[config.mk]
export PLATFORM = sky130hd
export DESIGN_NAME = life_generation_row_stepper_unit_flat
export DESIGN_NICKNAME = d
export VERILOG_FILES = /design/src/sv/lgrs_pkg.sv /design/src/sv/lgrs_row_if.sv /design/src/sv/lgrs_res_if.sv /design/src/sv/lgrs_front.sv /design/src/sv/lgrs_fifo.sv /design/src/sv/lgrs_back.sv /design/src/sv/life_generation_row_stepper_unit.sv /design/src/flat_wrapper.sv
export SDC_FILE = /design/constraint.sdc
export NUM_CORES = 1
export LEC_CHECK = 0
export BUFFER_PORTS_ARGS = -buffer_cell sky130_fd_sc_hd__buf_4
export CAP_MARGIN = 20
export CELL_PAD_IN_SITES_DETAIL_PLACEMENT = 0
export CELL_PAD_IN_SITES_GLOBAL_PLACEMENT = 1
export CORE_ASPECT_RATIO = 1.1
export CORE_MARGIN = 10
export CORE_UTILIZATION = 49
export DETAILED_ROUTE_END_ITERATION = 7
export HOLD_SLACK_MARGIN = 0.05
export PLACE_DENSITY_LB_ADDON = 0.1
export SYNTH_ARGS = -nofsm -noshare
export SYNTH_HDL_FRONTEND = slang
export SYNTH_SLANG_ARGS = --single-unit
[constraint.sdc]
create_clock -name clk_i -period 19.6 [get_ports clk_i]
set_input_delay 3.92 -clock clk_i [delete_from_list [all_inputs] [get_ports clk_i]]
set_output_delay 3.92 -clock clk_i [all_outputs]
set_load 0.01 [all_outputs]
[src/sv/lgrs_pkg.sv]
// lgrs_pkg: shared constants, types and the life rule for the row stepper
// no dependencies; used by every module of the block
`default_nettype none

package lgrs_pkg;

  localparam int ROW_W       = 64;
  localparam int MAX_COLUMNS = 64;
  localparam int WIDTH_W     = 7;
  localparam logic [WIDTH_W-1:0] WIDTH_RESET = WIDTH_W'(64);

  // one queued unit of work: the three rows around the held row plus flags
  typedef struct packed {
    logic [ROW_W-1:0] up;
    logic [ROW_W-1:0] mid;
    logic [ROW_W-1:0] cur;
    logic             emit_mid;
    logic             last;
  } lgrs_job_t;

  // queue status seen by front and back
  typedef struct packed {
    logic full;
    logic empty;
  } lgrs_q_status_t;

  // mask of the cells in use, width saturated at the column limit
  function automatic logic [ROW_W-1:0] width_mask(input logic [WIDTH_W-1:0] w);
    logic [WIDTH_W-1:0] sat;
    logic [ROW_W:0]     sh;
    sat = (w > WIDTH_W'(MAX_COLUMNS)) ? WIDTH_W'(MAX_COLUMNS) : w;
    sh  = {{ROW_W{1'b0}}, 1'b1} << sat;
    sh  = sh - {{ROW_W{1'b0}}, 1'b1};
    return sh[ROW_W-1:0];
  endfunction

  // b3/s23 rule on one row, dead cells beyond the edges
  function automatic logic [ROW_W-1:0] life_row(input logic [ROW_W-1:0] up,
                                                input logic [ROW_W-1:0] mid,
                                                input logic [ROW_W-1:0] dn,
                                                input logic [WIDTH_W-1:0] w);
    logic [ROW_W-1:0] m;
    logic [ROW_W+1:0] u_p;
    logic [ROW_W+1:0] m_p;
    logic [ROW_W+1:0] d_p;
    logic [ROW_W-1:0] res;
    logic [3:0]       n;
    m   = width_mask(w);
    u_p = {1'b0, up & m, 1'b0};
    m_p = {1'b0, mid & m, 1'b0};
    d_p = {1'b0, dn & m, 1'b0};
    res = '0;
    for (int c = 0; c < ROW_W; c++) begin
      n = 4'(u_p[c]) + 4'(u_p[c+1]) + 4'(u_p[c+2])
        + 4'(d_p[c]) + 4'(d_p[c+1]) + 4'(d_p[c+2])
        + 4'(m_p[c]) + 4'(m_p[c+2]);
      res[c] = (n == 4'd3) || ((n == 4'd2) && m_p[c+1]);
    end
    return res & m;
  endfunction

endpackage

`default_nettype wire

[src/sv/lgrs_row_if.sv]
// lgrs_row_if: input channel carrying one grid row per word
// depends on lgrs_pkg
`default_nettype none

interface lgrs_row_if
  import lgrs_pkg::*;
();
  logic             valid;
  logic             ready;
  logic [ROW_W-1:0] row_cells;
  logic             first_row;
  logic             last_row;

  modport source (output valid, output row_cells, output first_row, output last_row,
                  input ready);
  modport sink   (input valid, input row_cells, input first_row, input last_row,
                  output ready);
endinterface

`default_nettype wire

[src/sv/lgrs_res_if.sv]
// lgrs_res_if: output channel carrying one next-generation row per word
// depends on lgrs_pkg
`default_nettype none

interface lgrs_res_if
  import lgrs_pkg::*;
();
  logic             valid;
  logic             ready;
  logic [ROW_W-1:0] next_row;
  logic             frame_end;

  modport source (output valid, output next_row, output frame_end, input ready);
  modport sink   (input valid, input next_row, input frame_end, output ready);
endinterface

`default_nettype wire

[src/sv/lgrs_front.sv]
// lgrs_front: accepts input rows, keeps the row window, builds jobs for the queue
// depends on lgrs_pkg and lgrs_row_if
`default_nettype none

module lgrs_front
  import lgrs_pkg::*;
(
  input  wire logic     clk_i,
  input  wire logic     rst_ni,
  lgrs_row_if.sink      row_i,
  input  lgrs_q_status_t q_stat_i,
  output logic          push_o,
  output lgrs_job_t     job_o
);

  logic [ROW_W-1:0] above_q, above_d;
  logic [ROW_W-1:0] middle_q, middle_d;
  logic             mid_valid_q, mid_valid_d;
  logic             accept;
  logic             eff_valid;

  // take a word whenever the queue has room
  assign row_i.ready = !q_stat_i.full;
  assign accept      = row_i.valid && row_i.ready;

  // a first-row mark drops any held row
  assign eff_valid = mid_valid_q && !row_i.first_row;

  // job for this word
  always_comb begin
    job_o.up       = above_q;
    job_o.mid      = middle_q;
    job_o.cur      = row_i.row_cells;
    job_o.emit_mid = eff_valid;
    job_o.last     = row_i.last_row;
    push_o         = accept && (eff_valid || row_i.last_row);
  end

  // window update
  always_comb begin
    above_d     = above_q;
    middle_d    = middle_q;
    mid_valid_d = mid_valid_q;
    if (accept) begin
      if (row_i.last_row) begin
        above_d     = '0;
        middle_d    = '0;
        mid_valid_d = 1'b0;
      end else begin
        above_d     = eff_valid ? middle_q : '0;
        middle_d    = row_i.row_cells;
        mid_valid_d = 1'b1;
      end
    end
  end

  // control state
  always_ff @(posedge clk_i or negedge rst_ni) begin
    if (!rst_ni) begin
      mid_valid_q <= 1'b0;
    end else begin
      mid_valid_q <= mid_valid_d;
    end
  end

  // row data
  always_ff @(posedge clk_i) begin
    above_q  <= above_d;
    middle_q <= middle_d;
  end

endmodule

`default_nettype wire

[src/sv/lgrs_fifo.sv]
// lgrs_fifo: two-entry job queue between front and back
// depends on lgrs_pkg
`default_nettype none

module lgrs_fifo
  import lgrs_pkg::*;
(
  input  wire logic      clk_i,
  input  wire logic      rst_ni,
  input  logic           push_i,
  input  lgrs_job_t      job_i,
  input  logic           pop_i,
  output lgrs_job_t      head_o,
  output lgrs_q_status_t stat_o
);

  lgrs_job_t  mem_q [2];
  logic       wr_ptr_q, wr_ptr_d;
  logic       rd_ptr_q, rd_ptr_d;
  logic [1:0] count_q, count_d;

  assign stat_o.full  = (count_q == 2'd2);
  assign stat_o.empty = (count_q == 2'd0);
  assign head_o       = mem_q[rd_ptr_q];

  // pointer and count update
  always_comb begin
    wr_ptr_d = push_i ? !wr_ptr_q : wr_ptr_q;
    rd_ptr_d = pop_i ? !rd_ptr_q : rd_ptr_q;
    count_d  = count_q + 2'(push_i) - 2'(pop_i);
  end

  always_ff @(posedge clk_i or negedge rst_ni) begin
    if (!rst_ni) begin
      wr_ptr_q <= 1'b0;
      rd_ptr_q <= 1'b0;
      count_q  <= 2'd0;
    end else begin
      wr_ptr_q <= wr_ptr_d;
      rd_ptr_q <= rd_ptr_d;
      count_q  <= count_d;
    end
  end

  // entry storage
  always_ff @(posedge clk_i) begin
    if (push_i) begin
      mem_q[wr_ptr_q] <= job_i;
    end
  end

  // no overflow, no underflow
  assert property (@(posedge clk_i) disable iff (!rst_ni)
    stat_o.full |-> !push_i) else $error("lgrs_fifo: push while full");
  assert property (@(posedge clk_i) disable iff (!rst_ni)
    stat_o.empty |-> !pop_i) else $error("lgrs_fifo: pop while empty");

endmodule

`default_nettype wire

[src/sv/lgrs_back.sv]
// lgrs_back: evaluates queued jobs with the life rule into the output register
// depends on lgrs_pkg and lgrs_res_if
`default_nettype none

module lgrs_back
  import lgrs_pkg::*;
(
  input  wire logic           clk_i,
  input  wire logic           rst_ni,
  input  logic [WIDTH_W-1:0]  row_width_i,
  input  lgrs_job_t           head_i,
  input  lgrs_q_status_t      q_stat_i,
  output logic                pop_o,
  lgrs_res_if.source          res_o
);

  logic             phase_q, phase_d;
  logic             out_valid_q, out_valid_d;
  logic [ROW_W-1:0] next_row_q;
  logic             frame_end_q;
  logic             head_valid;
  logic             load;
  logic             job_a;
  logic             entry_done;
  logic [ROW_W-1:0] sel_up, sel_mid, sel_dn;
  logic [ROW_W-1:0] new_row;

  assign head_valid = !q_stat_i.empty;
  assign load       = head_valid && (!out_valid_q || res_o.ready);

  // held row first, then the bottom row of the frame
  assign job_a      = head_i.emit_mid && !phase_q;
  assign entry_done = !job_a || !head_i.last;
  assign pop_o      = load && entry_done;

  // operand select and rule
  always_comb begin
    if (job_a) begin
      sel_up  = head_i.up;
      sel_mid = head_i.mid;
      sel_dn  = head_i.cur;
    end else begin
      sel_up  = head_i.emit_mid ? head_i.mid : '0;
      sel_mid = head_i.cur;
      sel_dn  = '0;
    end
    new_row = life_row(sel_up, sel_mid, sel_dn, row_width_i);
  end

  // control next state
  always_comb begin
    phase_d     = phase_q;
    out_valid_d = out_valid_q;
    if (res_o.ready) begin
      out_valid_d = 1'b0;
    end
    if (load) begin
      out_valid_d = 1'b1;
      phase_d     = !entry_done;
    end
  end

  always_ff @(posedge clk_i or negedge rst_ni) begin
    if (!rst_ni) begin
      phase_q     <= 1'b0;
      out_valid_q <= 1'b0;
    end else begin
      phase_q     <= phase_d;
      out_valid_q <= out_valid_d;
    end
  end

  // output word
  always_ff @(posedge clk_i) begin
    if (load) begin
      next_row_q  <= new_row;
      frame_end_q <= !job_a;
    end
  end

  assign res_o.valid     = out_valid_q;
  assign res_o.next_row  = next_row_q;
  assign res_o.frame_end = frame_end_q;

  // second half of a job only for a last row that also closed a held row
  assert property (@(posedge clk_i) disable iff (!rst_ni)
    phase_q |-> (head_valid && head_i.last && head_i.emit_mid))
    else $error("lgrs_back: second phase without matching job");
  assert property (@(posedge clk_i) disable iff (!rst_ni)
    (load && !entry_done) |=> (phase_q && !pop_o ? 1'b1 : phase_q))
    else $error("lgrs_back: phase not entered after first half");

endmodule

`default_nettype wire

[src/sv/life_generation_row_stepper_unit.sv]
// life_generation_row_stepper_unit: top level of the life row stepper
// depends on lgrs_pkg, lgrs_row_if, lgrs_res_if, lgrs_front, lgrs_fifo, lgrs_back
//
//   channel   dir  handshake      payload
//   row_i     in   valid/ready    row_cells[63:0], first_row, last_row
//   res_o     out  valid/ready    next_row[63:0], frame_end
//   cfg       in   row_width_we_i row_width_i[6:0]
//
// one row per cycle while the queue has room and res_o is ready; a last row that
// closes a held row yields two words and holds the back end for both, set by the
// single rule unit; the queue head job is loaded into the output register
// a two-entry queue lets input words keep flowing while an output word waits
// reset invalidates the held row, clears the queue and output valid; width returns to 64
`default_nettype none

module life_generation_row_stepper_unit
  import lgrs_pkg::*;
(
  input  wire logic          clk_i,
  input  wire logic          rst_ni,
  input  logic               row_width_we_i,
  input  logic [WIDTH_W-1:0] row_width_i,
  lgrs_row_if.sink           row_i,
  lgrs_res_if.source         res_o
);

  logic [WIDTH_W-1:0] row_width_q;
  logic               push;
  logic               pop;
  lgrs_job_t          job;
  lgrs_job_t          head;
  lgrs_q_status_t     q_stat;

  // width register
  always_ff @(posedge clk_i or negedge rst_ni) begin
    if (!rst_ni) begin
      row_width_q <= WIDTH_RESET;
    end else if (row_width_we_i) begin
      row_width_q <= row_width_i;
    end
  end

  lgrs_front u_front (
    .clk_i    (clk_i),
    .rst_ni   (rst_ni),
    .row_i    (row_i),
    .q_stat_i (q_stat),
    .push_o   (push),
    .job_o    (job)
  );

  lgrs_fifo u_fifo (
    .clk_i  (clk_i),
    .rst_ni (rst_ni),
    .push_i (push),
    .job_i  (job),
    .pop_i  (pop),
    .head_o (head),
    .stat_o (q_stat)
  );

  lgrs_back u_back (
    .clk_i       (clk_i),
    .rst_ni      (rst_ni),
    .row_width_i (row_width_q),
    .head_i      (head),
    .q_stat_i    (q_stat),
    .pop_o       (pop),
    .res_o       (res_o)
  );

endmodule

`default_nettype wire
[src/flat_wrapper.sv]
// flat-port wrapper written by rule: the top's interface ports become plain ports
module life_generation_row_stepper_unit_flat import lgrs_pkg::*;
  (clk_i, rst_ni, row_width_we_i, row_width_i, row_i_valid, row_i_row_cells, row_i_first_row, row_i_last_row, row_i_ready, res_o_valid, res_o_next_row, res_o_frame_end, res_o_ready);
  lgrs_row_if row_i_i ();
  lgrs_res_if res_o_i ();
  input  wire logic clk_i;
  input  wire logic rst_ni;
  input  logic row_width_we_i;
  input  logic [WIDTH_W-1:0] row_width_i;
  input wire logic [$bits(row_i_i.valid)-1:0] row_i_valid;
  input wire logic [$bits(row_i_i.row_cells)-1:0] row_i_row_cells;
  input wire logic [$bits(row_i_i.first_row)-1:0] row_i_first_row;
  input wire logic [$bits(row_i_i.last_row)-1:0] row_i_last_row;
  output wire logic [$bits(row_i_i.ready)-1:0] row_i_ready;
  output wire logic [$bits(res_o_i.valid)-1:0] res_o_valid;
  output wire logic [$bits(res_o_i.next_row)-1:0] res_o_next_row;
  output wire logic [$bits(res_o_i.frame_end)-1:0] res_o_frame_end;
  input wire logic [$bits(res_o_i.ready)-1:0] res_o_ready;
  assign row_i_i.valid = row_i_valid;
  assign row_i_i.row_cells = row_i_row_cells;
  assign row_i_i.first_row = row_i_first_row;
  assign row_i_i.last_row = row_i_last_row;
  assign row_i_ready = row_i_i.ready;
  assign res_o_valid = res_o_i.valid;
  assign res_o_next_row = res_o_i.next_row;
  assign res_o_frame_end = res_o_i.frame_end;
  assign res_o_i.ready = res_o_ready;
  life_generation_row_stepper_unit u_core (.clk_i(clk_i), .rst_ni(rst_ni), .row_width_we_i(row_width_we_i), .row_width_i(row_width_i), .row_i(row_i_i), .res_o(res_o_i));
endmodule
==> run_results.csv, run 1 <==
group,metric,value,unit
run_status,status,"finished, final reports clean",
timing,rsz0062_at_grt,"no",
setup_path,critPathKind,"in2reg",
logic_synthesis,synthCells,2564,
floorplan,die_y,304,um
route,wl,84000,um
timing,drv_slew,0,
cts,clk_root_buffer_cell,"clkbuf_16",
hold_path,hold_path.class,"reg2reg",
route,drt_iter0_markers,1322,
timing,finClkSkew,0.0282,ns
cts,clock_sinks,595,
setup_path,max_stage_delay,0.86,ns
power_and_ir_drop,combPwrFrac,0.571,
logic_synthesis,ys_seq_area_frac,0.497,
floorplan,die_area,0.0843,mm^2
cts,clockBufferDepth,3,
floorplan,initial_core_util,0.496,
logic_synthesis,yosysTopAreaCell,"edfxtp_1",
global_route,grt_start_max_net_pins,97,
timing,relSlewSlack,0.320,
logic_synthesis,synthArstFlopShare,0.0235,
timing,hold_viol_final,0,
setup_path,cp_data_arrival_time,6.75,ns
power_and_ir_drop,power_frac_seq,0.261,
route,postRouteAntennaNets,0,
setup_path,crit_chain,"buf_4, buf_16, o21ai_0, inv_1, and2_4, buf_4",
power_and_ir_drop,power.switching,3.12,mW
power_and_ir_drop,internal_power,4.52,mW
setup_path,startpoint_type,"input port",
setup_path,worstPathRequired,19.80,ns
timing,max_freq,153,MHz
power_and_ir_drop,switching_share,0.409,
placed_design,dpl.hpwl,58900,um
floorplan,num_rows,103,
global_route,grt_pass1_wl,132000,um
route,firstDrtPassIters,5,
floorplan,dieWidth,278,um
cts,post_cts_resized,0,
global_route,antenna_found_initial,2,
cts,cts_setup_buffers,0,
placed_design,place_ws,12.37,ns
power_and_ir_drop,leakagePower,16.3,nW
route,drc,0,
timing,fin_crit_sh,0.334,
global_route,track_usage,0.201,
cts,cts.htree.levels,3,
logic_synthesis,synth_cell_types,74,
placed_design,gp_congestion,0.884,
route,vias,21200,
global_route,overflow,0,
logic_synthesis,ys_warn_count,0,
setup_path,worstSetupEndpointType,"flip-flop",
logic_synthesis,synth-edff-count,581,
timing,tightest_slew,1.02,ns
floorplan,ios,145,
layout,antenna_cells,0,
logic_synthesis,syn_area,0.0358,mm^2
power_and_ir_drop,vdd_drop_max,0.0000932,V
cts,hold_buffers,0,
setup_path,slowest_stage,"buf_4",
layout,most-common-layout-cells,"581 x edfxtp_1, 252 x fa_1, 192 x ha_1",
layout,layout-drive-gt1-share,0.149,
layout,layout_commonest_cell,"edfxtp_1",
logic_synthesis,ys_dominant_reg_cell,"edfxtp_1",
logic_synthesis,synth-seq-cells,595,
global_route,grt_pass1_vias,22700,
cts,clock_latency,0.61,ns
cts,numCtsBuffers,67,
timing,final.setup.worst_slack,13.05,ns
layout,fin_nets,3225,
route,wl_per_cell,22.7,um
power_and_ir_drop,cellPowerDensity,190,mW/mm^2
timing,period_needed,6.55,ns
placed_design,port_buffers,144,
route,vias_per_cell,5.74,
timing,setup_viol,0,
logic_synthesis,synthTopCellsByArea,"edfxtp_1 49%, fa_1 14%, ha_1 6.7%",
logic_synthesis,avgSynthCellArea,14.0,um^2
logic_synthesis,synth_top_area_frac,0.487,
floorplan,core,0.0722,mm^2
power_and_ir_drop,p_clk_frac,0.167,
setup_path,crit_top_cell,"buf_4",
logic_synthesis,syn_nets,3086,
cts,clkSlewWorstSetupHoldPaths,0.06,ns
job,maxCapViolations,0,
setup_path,worstPathMaxFanout,69,
timing,tns,0,ns
layout,area_growth,12.1,%
cts,cts_tree,"built",
-- metrics by stage --
stage | std cells | hold WS (ns) | power [mW] | util | instance area, um^2
global route | 3698 | 0.445 | 8.42 | 0.556 | 40100
floorplan | 2564 | 0.421 | 5.23 | - | 35800
global placement | 3577 | 0.422 | 6.21 | 0.524 | 37800
detailed placement | 3579 | 0.430 | 6.44 | 0.525 | 37900
finish | 3698 | 0.442 | 7.64 | 0.556 | 40100
CTS | 3698 | 0.438 | 7.76 | 0.556 | 40100
-- power by group through the flow --
stage               clock (mW)  sequential [mW]  combinational (mW)
floorplan                    0             2.05                3.18
global placement             0             2.01                4.20
detailed placement           0             2.02                4.42
CTS                       1.30             2.00                4.46
global route              1.36             2.03                5.03
finish                    1.28             2.00                4.36
-- registers in the layout (all words and copies together) (netlist names) --
| name | count |
|---|---|
| u_core.row_width_q | 7 |
| u_core.u_back.phase_q | 1 |
| u_core.u_back.res_o.frame_end | 1 |
| u_core.u_back.res_o.next_row | 64 |
| u_core.u_back.res_o.valid | 1 |
| u_core.u_fifo.count_q | 2 |
| u_core.u_fifo.mem_q | 388 |
| u_core.u_fifo.rd_ptr_q | 1 |
| u_core.u_fifo.wr_ptr_q | 1 |
| u_core.u_front.above_q | 64 |
| u_core.u_front.mid_valid_q | 1 |
| u_core.u_front.middle_q | 64 |
-- final cells by class --
cell class	instances	area, um^2
Fill cell	5946	32000
Sequential cell	595	17800
Multi-Input combinational cell	1696	16900
Clock buffer	86	1900
Timing Repair Buffer	173	1320
Tap cell	945	1180
Inverter	170	643
Clock inverter	33	354
-- logic make-up after synthesis --
logic type	count (synthesis)	synth area share
flip-flops	595	0.497
adder cells (fa/ha/maj)	444	0.208
AO/OA/AOI/OAI	282	0.0522
buffers and inverters	273	0.0312
multiplexers	266	0.0975
AND/OR/NAND/NOR	673	0.106
XOR/XNOR	31	0.00842
-- cells in the mapped netlist, drive strengths merged, types with 25 or more instances --
cell type	count
edfxtp	581
o21ai	77
and3	26
and2	112
nor2	99
o2111a	25
mux2	32
nor2b	90
nor3	53
fa	252
a21oi	72
nand2	91
o22ai	29
ha	192
clkbuf	54
mux4	63
inv	169
buf	49
nand3	107
o211ai	26
mux2i	171
o22a	33
-- routing by layer --
layer / up-vias / part of all wire / GRT usage
met4: 0 / 0.025 / 0.0640
met1: 10900 / 0.42 / 0.255
met3: 98 / 0.043 / 0.0258
met2: 459 / 0.51 / 0.354
met5: - / 0 / 0
li1: 9744 / - / -
-- path summary, 6_finish.rpt --
| kind | from | to | slack [ns] | cells after the start |
|---|---|---|---|---|
| worst min-delay path | u_core.u_front.above_q[13] | u_core.u_fifo.mem_q[0][143] | 0.44 | 0 |
| worst min register to register | u_core.u_front.above_q[13] | u_core.u_fifo.mem_q[0][143] | 0.44 | 0 |
| max in group asynchronous | rst_ni | u_core.row_width_q[6] | 16.16 | 1 |
| worst max-delay path | row_i_last_row | u_core.u_fifo.mem_q[1][138] | 13.05 | 6 |
| worst max register to register | u_core.u_fifo.rd_ptr_q | u_core.u_back.res_o.next_row[1] | 13.09 | 16 |
| min in group asynchronous | rst_ni | u_core.u_front.mid_valid_q | 3.18 | 1 |
-- worst max-delay path: cells and delay by family --
kind	cells	cell delay, ns
buffers and inverters	4	1.65
and+or+nand+nor	1	0.75
AOI/OAI and AO/OA	1	0.30
Note: power is estimated with default switching activity, not from simulation.
==> inputs of run 2 (changes only) <==
Settings changed: CORE_UTILIZATION 49 to 48.
Clock period 19.6 ns to 5.9 ns, I/O delays scaled along.
==> run 2 against run 1 <==
Effect of this change: wire length grew 1.6%; total power grew to 3.3 times the previous value; core utilization shrank 0.23 points.
==> run_results.csv, run 2 (synthesized netlist as in run 1, its figures left out) <==
group,metric,value,unit
run_status,status,"finished, final reports clean",
setup_path,cp_data_arrival_time,6.11,ns
placed_design,place_area,0.0385,mm^2
cts,cts.htree.levels,3,
setup_path,worstSetupEndpointType,"flip-flop",
timing,max_freq,176,MHz
floorplan,die_y,306,um
cts,cts_tree,"built",
floorplan,ios,145,
global_route,track_usage,0.201,
cts,clkSlewWorstSetupHoldPaths,0.06,ns
setup_path,worstPathMaxFanout,16,
layout,area_growth,13.7,%
hold_path,hold_path.class,"in2async",
route,drt_iter0_markers,1165,
placed_design,dpl.hpwl,61000,um
timing,relSlewSlack,0.310,
setup_path,r2r_setup_slack,0.21,ns
floorplan,initial_core_util,0.487,
timing,period_needed,5.69,ns
power_and_ir_drop,leakagePower,16.6,nW
floorplan,dieWidth,280,um
placed_design,gp_congestion,0.899,
cts,clock_sinks,595,
global_route,overflow,0,
power_and_ir_drop,total_power,25.3,mW
job,maxCapViolations,0,
timing,tightest_slew,1.04,ns
cts,numCtsBuffers,67,
cts,clk_root_buffer_cell,"clkbuf_16",
power_and_ir_drop,combPwrFrac,0.579,
cts,clock_latency,0.60,ns
timing,drv_slew,0,
power_and_ir_drop,power.switching,10.4,mW
floorplan,die_area,0.0859,mm^2
global_route,antenna_found_initial,0,
route,wl,85400,um
layout,final_util,0.554,
timing,finClkSkew,0.0248,ns
setup_path,startpoint_type,"flip-flop",
layout,most-common-layout-cells,"581 x edfxtp_1, 252 x fa_1, 219 x buf_4",
global_route,grt_pass1_vias,23000,
power_and_ir_drop,switching_share,0.410,
layout,largest_register_ffs,388,
timing,tns,0,ns
route,wl_per_cell,22.7,um
layout,fin_nets,3285,
power_and_ir_drop,vdd_drop_max,0.000385,V
floorplan,num_rows,104,
route,drc,0,
route,vias,21300,
route,firstDrtPassIters,5,
layout,finalInstanceArea,0.0407,mm^2
timing,holdWs,0.435,ns
timing,hold_viol_final,0,
setup_path,critPathKind,"reg2reg",
layout,layout-drive-gt1-share,0.171,
global_route,grt_start_max_net_pins,106,
global_route,grt_pass1_wl,135000,um
placed_design,port_buffers,144,
timing,setup_viol,0,
timing,fin_crit_sh,0.964,
layout,largest_register,"u_core.u_fifo.mem_q",
layout,antenna_cells,0,
layout,layout_commonest_cell,"edfxtp_1",
power_and_ir_drop,cellPowerDensity,622,mW/mm^2
setup_path,worstPathRequired,6.33,ns
cts,hold_buffers,0,
timing,rsz0062_at_grt,"yes",
cts,clockBufferDepth,3,
power_and_ir_drop,internal_power,14.9,mW
power_and_ir_drop,p_clk_frac,0.161,
route,postRouteAntennaNets,0,
power_and_ir_drop,power_frac_seq,0.260,
route,vias_per_cell,5.65,
floorplan,core,0.0735,mm^2
==> run 2: cell types whose count changed in the layout (fill, tap and decap cells not counted), sizes merged <==
cell	previous run	this run
clkinv	21	24
clkbuf	86	84
bufinv	7	5
inv	170	175
buf	173	233
clkinvlp	5	2
==> run 2: through the flow <==
stage	worst slack, ns	std cells
2_1_floorplan	0.136	2564
3_3_place_gp	0.208	3645
3_5_place_dp	0.103	3645
4_1_cts	0.0650	3765
5_1_grt	-0.000464	3768
6_report	0.211	3768
==> run 2: layout make-up <==
class | count | area, um^2
Fill cell | 5960 | 32800
Sequential cell | 595 | 17800
Multi-Input combinational cell | 1696 | 17000
Tap cell | 954 | 1190
Clock buffer | 84 | 1790
Inverter | 170 | 643
Timing Repair Buffer | 233 | 1920
Clock inverter | 36 | 339
==> run 2: worst paths after layout <==
path	from	end	cells past startpoint
min in group clk_i	u_core.u_front.above_q[41]	u_core.u_fifo.mem_q[1][171]	0
max	u_core.row_width_q[6]	u_core.u_back.res_o.next_row[23]	18
min	rst_ni	u_core.u_front.mid_valid_q	1
max in group asynchronous	rst_ni	u_core.row_width_q[6]	1
min reg2reg	u_core.u_front.above_q[41]	u_core.u_fifo.mem_q[1][171]	0
max reg2reg	u_core.row_width_q[6]	u_core.u_back.res_o.next_row[23]	18
==> run 2: worst max-delay path, cell delays in order (launching register included) <==
cell      delay, ns
dfstp_2        0.73
buf_4          0.22
and4bb_4       0.23
a32oi_2        0.28
nand4_4        0.31
buf_4          0.27
nand2b_1       0.17
xor2_2         0.39
and2_1         0.32
fa_1           0.47
fa_1           0.52
inv_1          0.05
fa_1           0.48
inv_1          0.04
ha_1           0.20
fa_1           0.39
o21ai_0        0.15
nand2_1        0.08
nor3_1         0.19
==> run 2: what timing repair did <==
item                                    4_1_cts  5_1_grt
endpoints found under the setup margin        0       22
resized for setup                             0       16
buffers inserted                              0        3
==> run 2: routing by layer <==
metal / GRT usage / part of all wire
met5: 0 / 0
met4: 0.0503 / 0.018
met3: 0.0258 / 0.035
met2: 0.361 / 0.52
met1: 0.255 / 0.42
==> run 2: power by group through the flow <==
stage               Sequential, mW  Combinational (mW)  Clock (mW)
global placement              6.64                14.2           0
floorplan                     6.69                10.6           0
global route                  6.69                17.0        4.35
detailed placement            6.68                14.9           0
finish                        6.60                14.7        4.07
CTS                           6.61                15.0        4.19
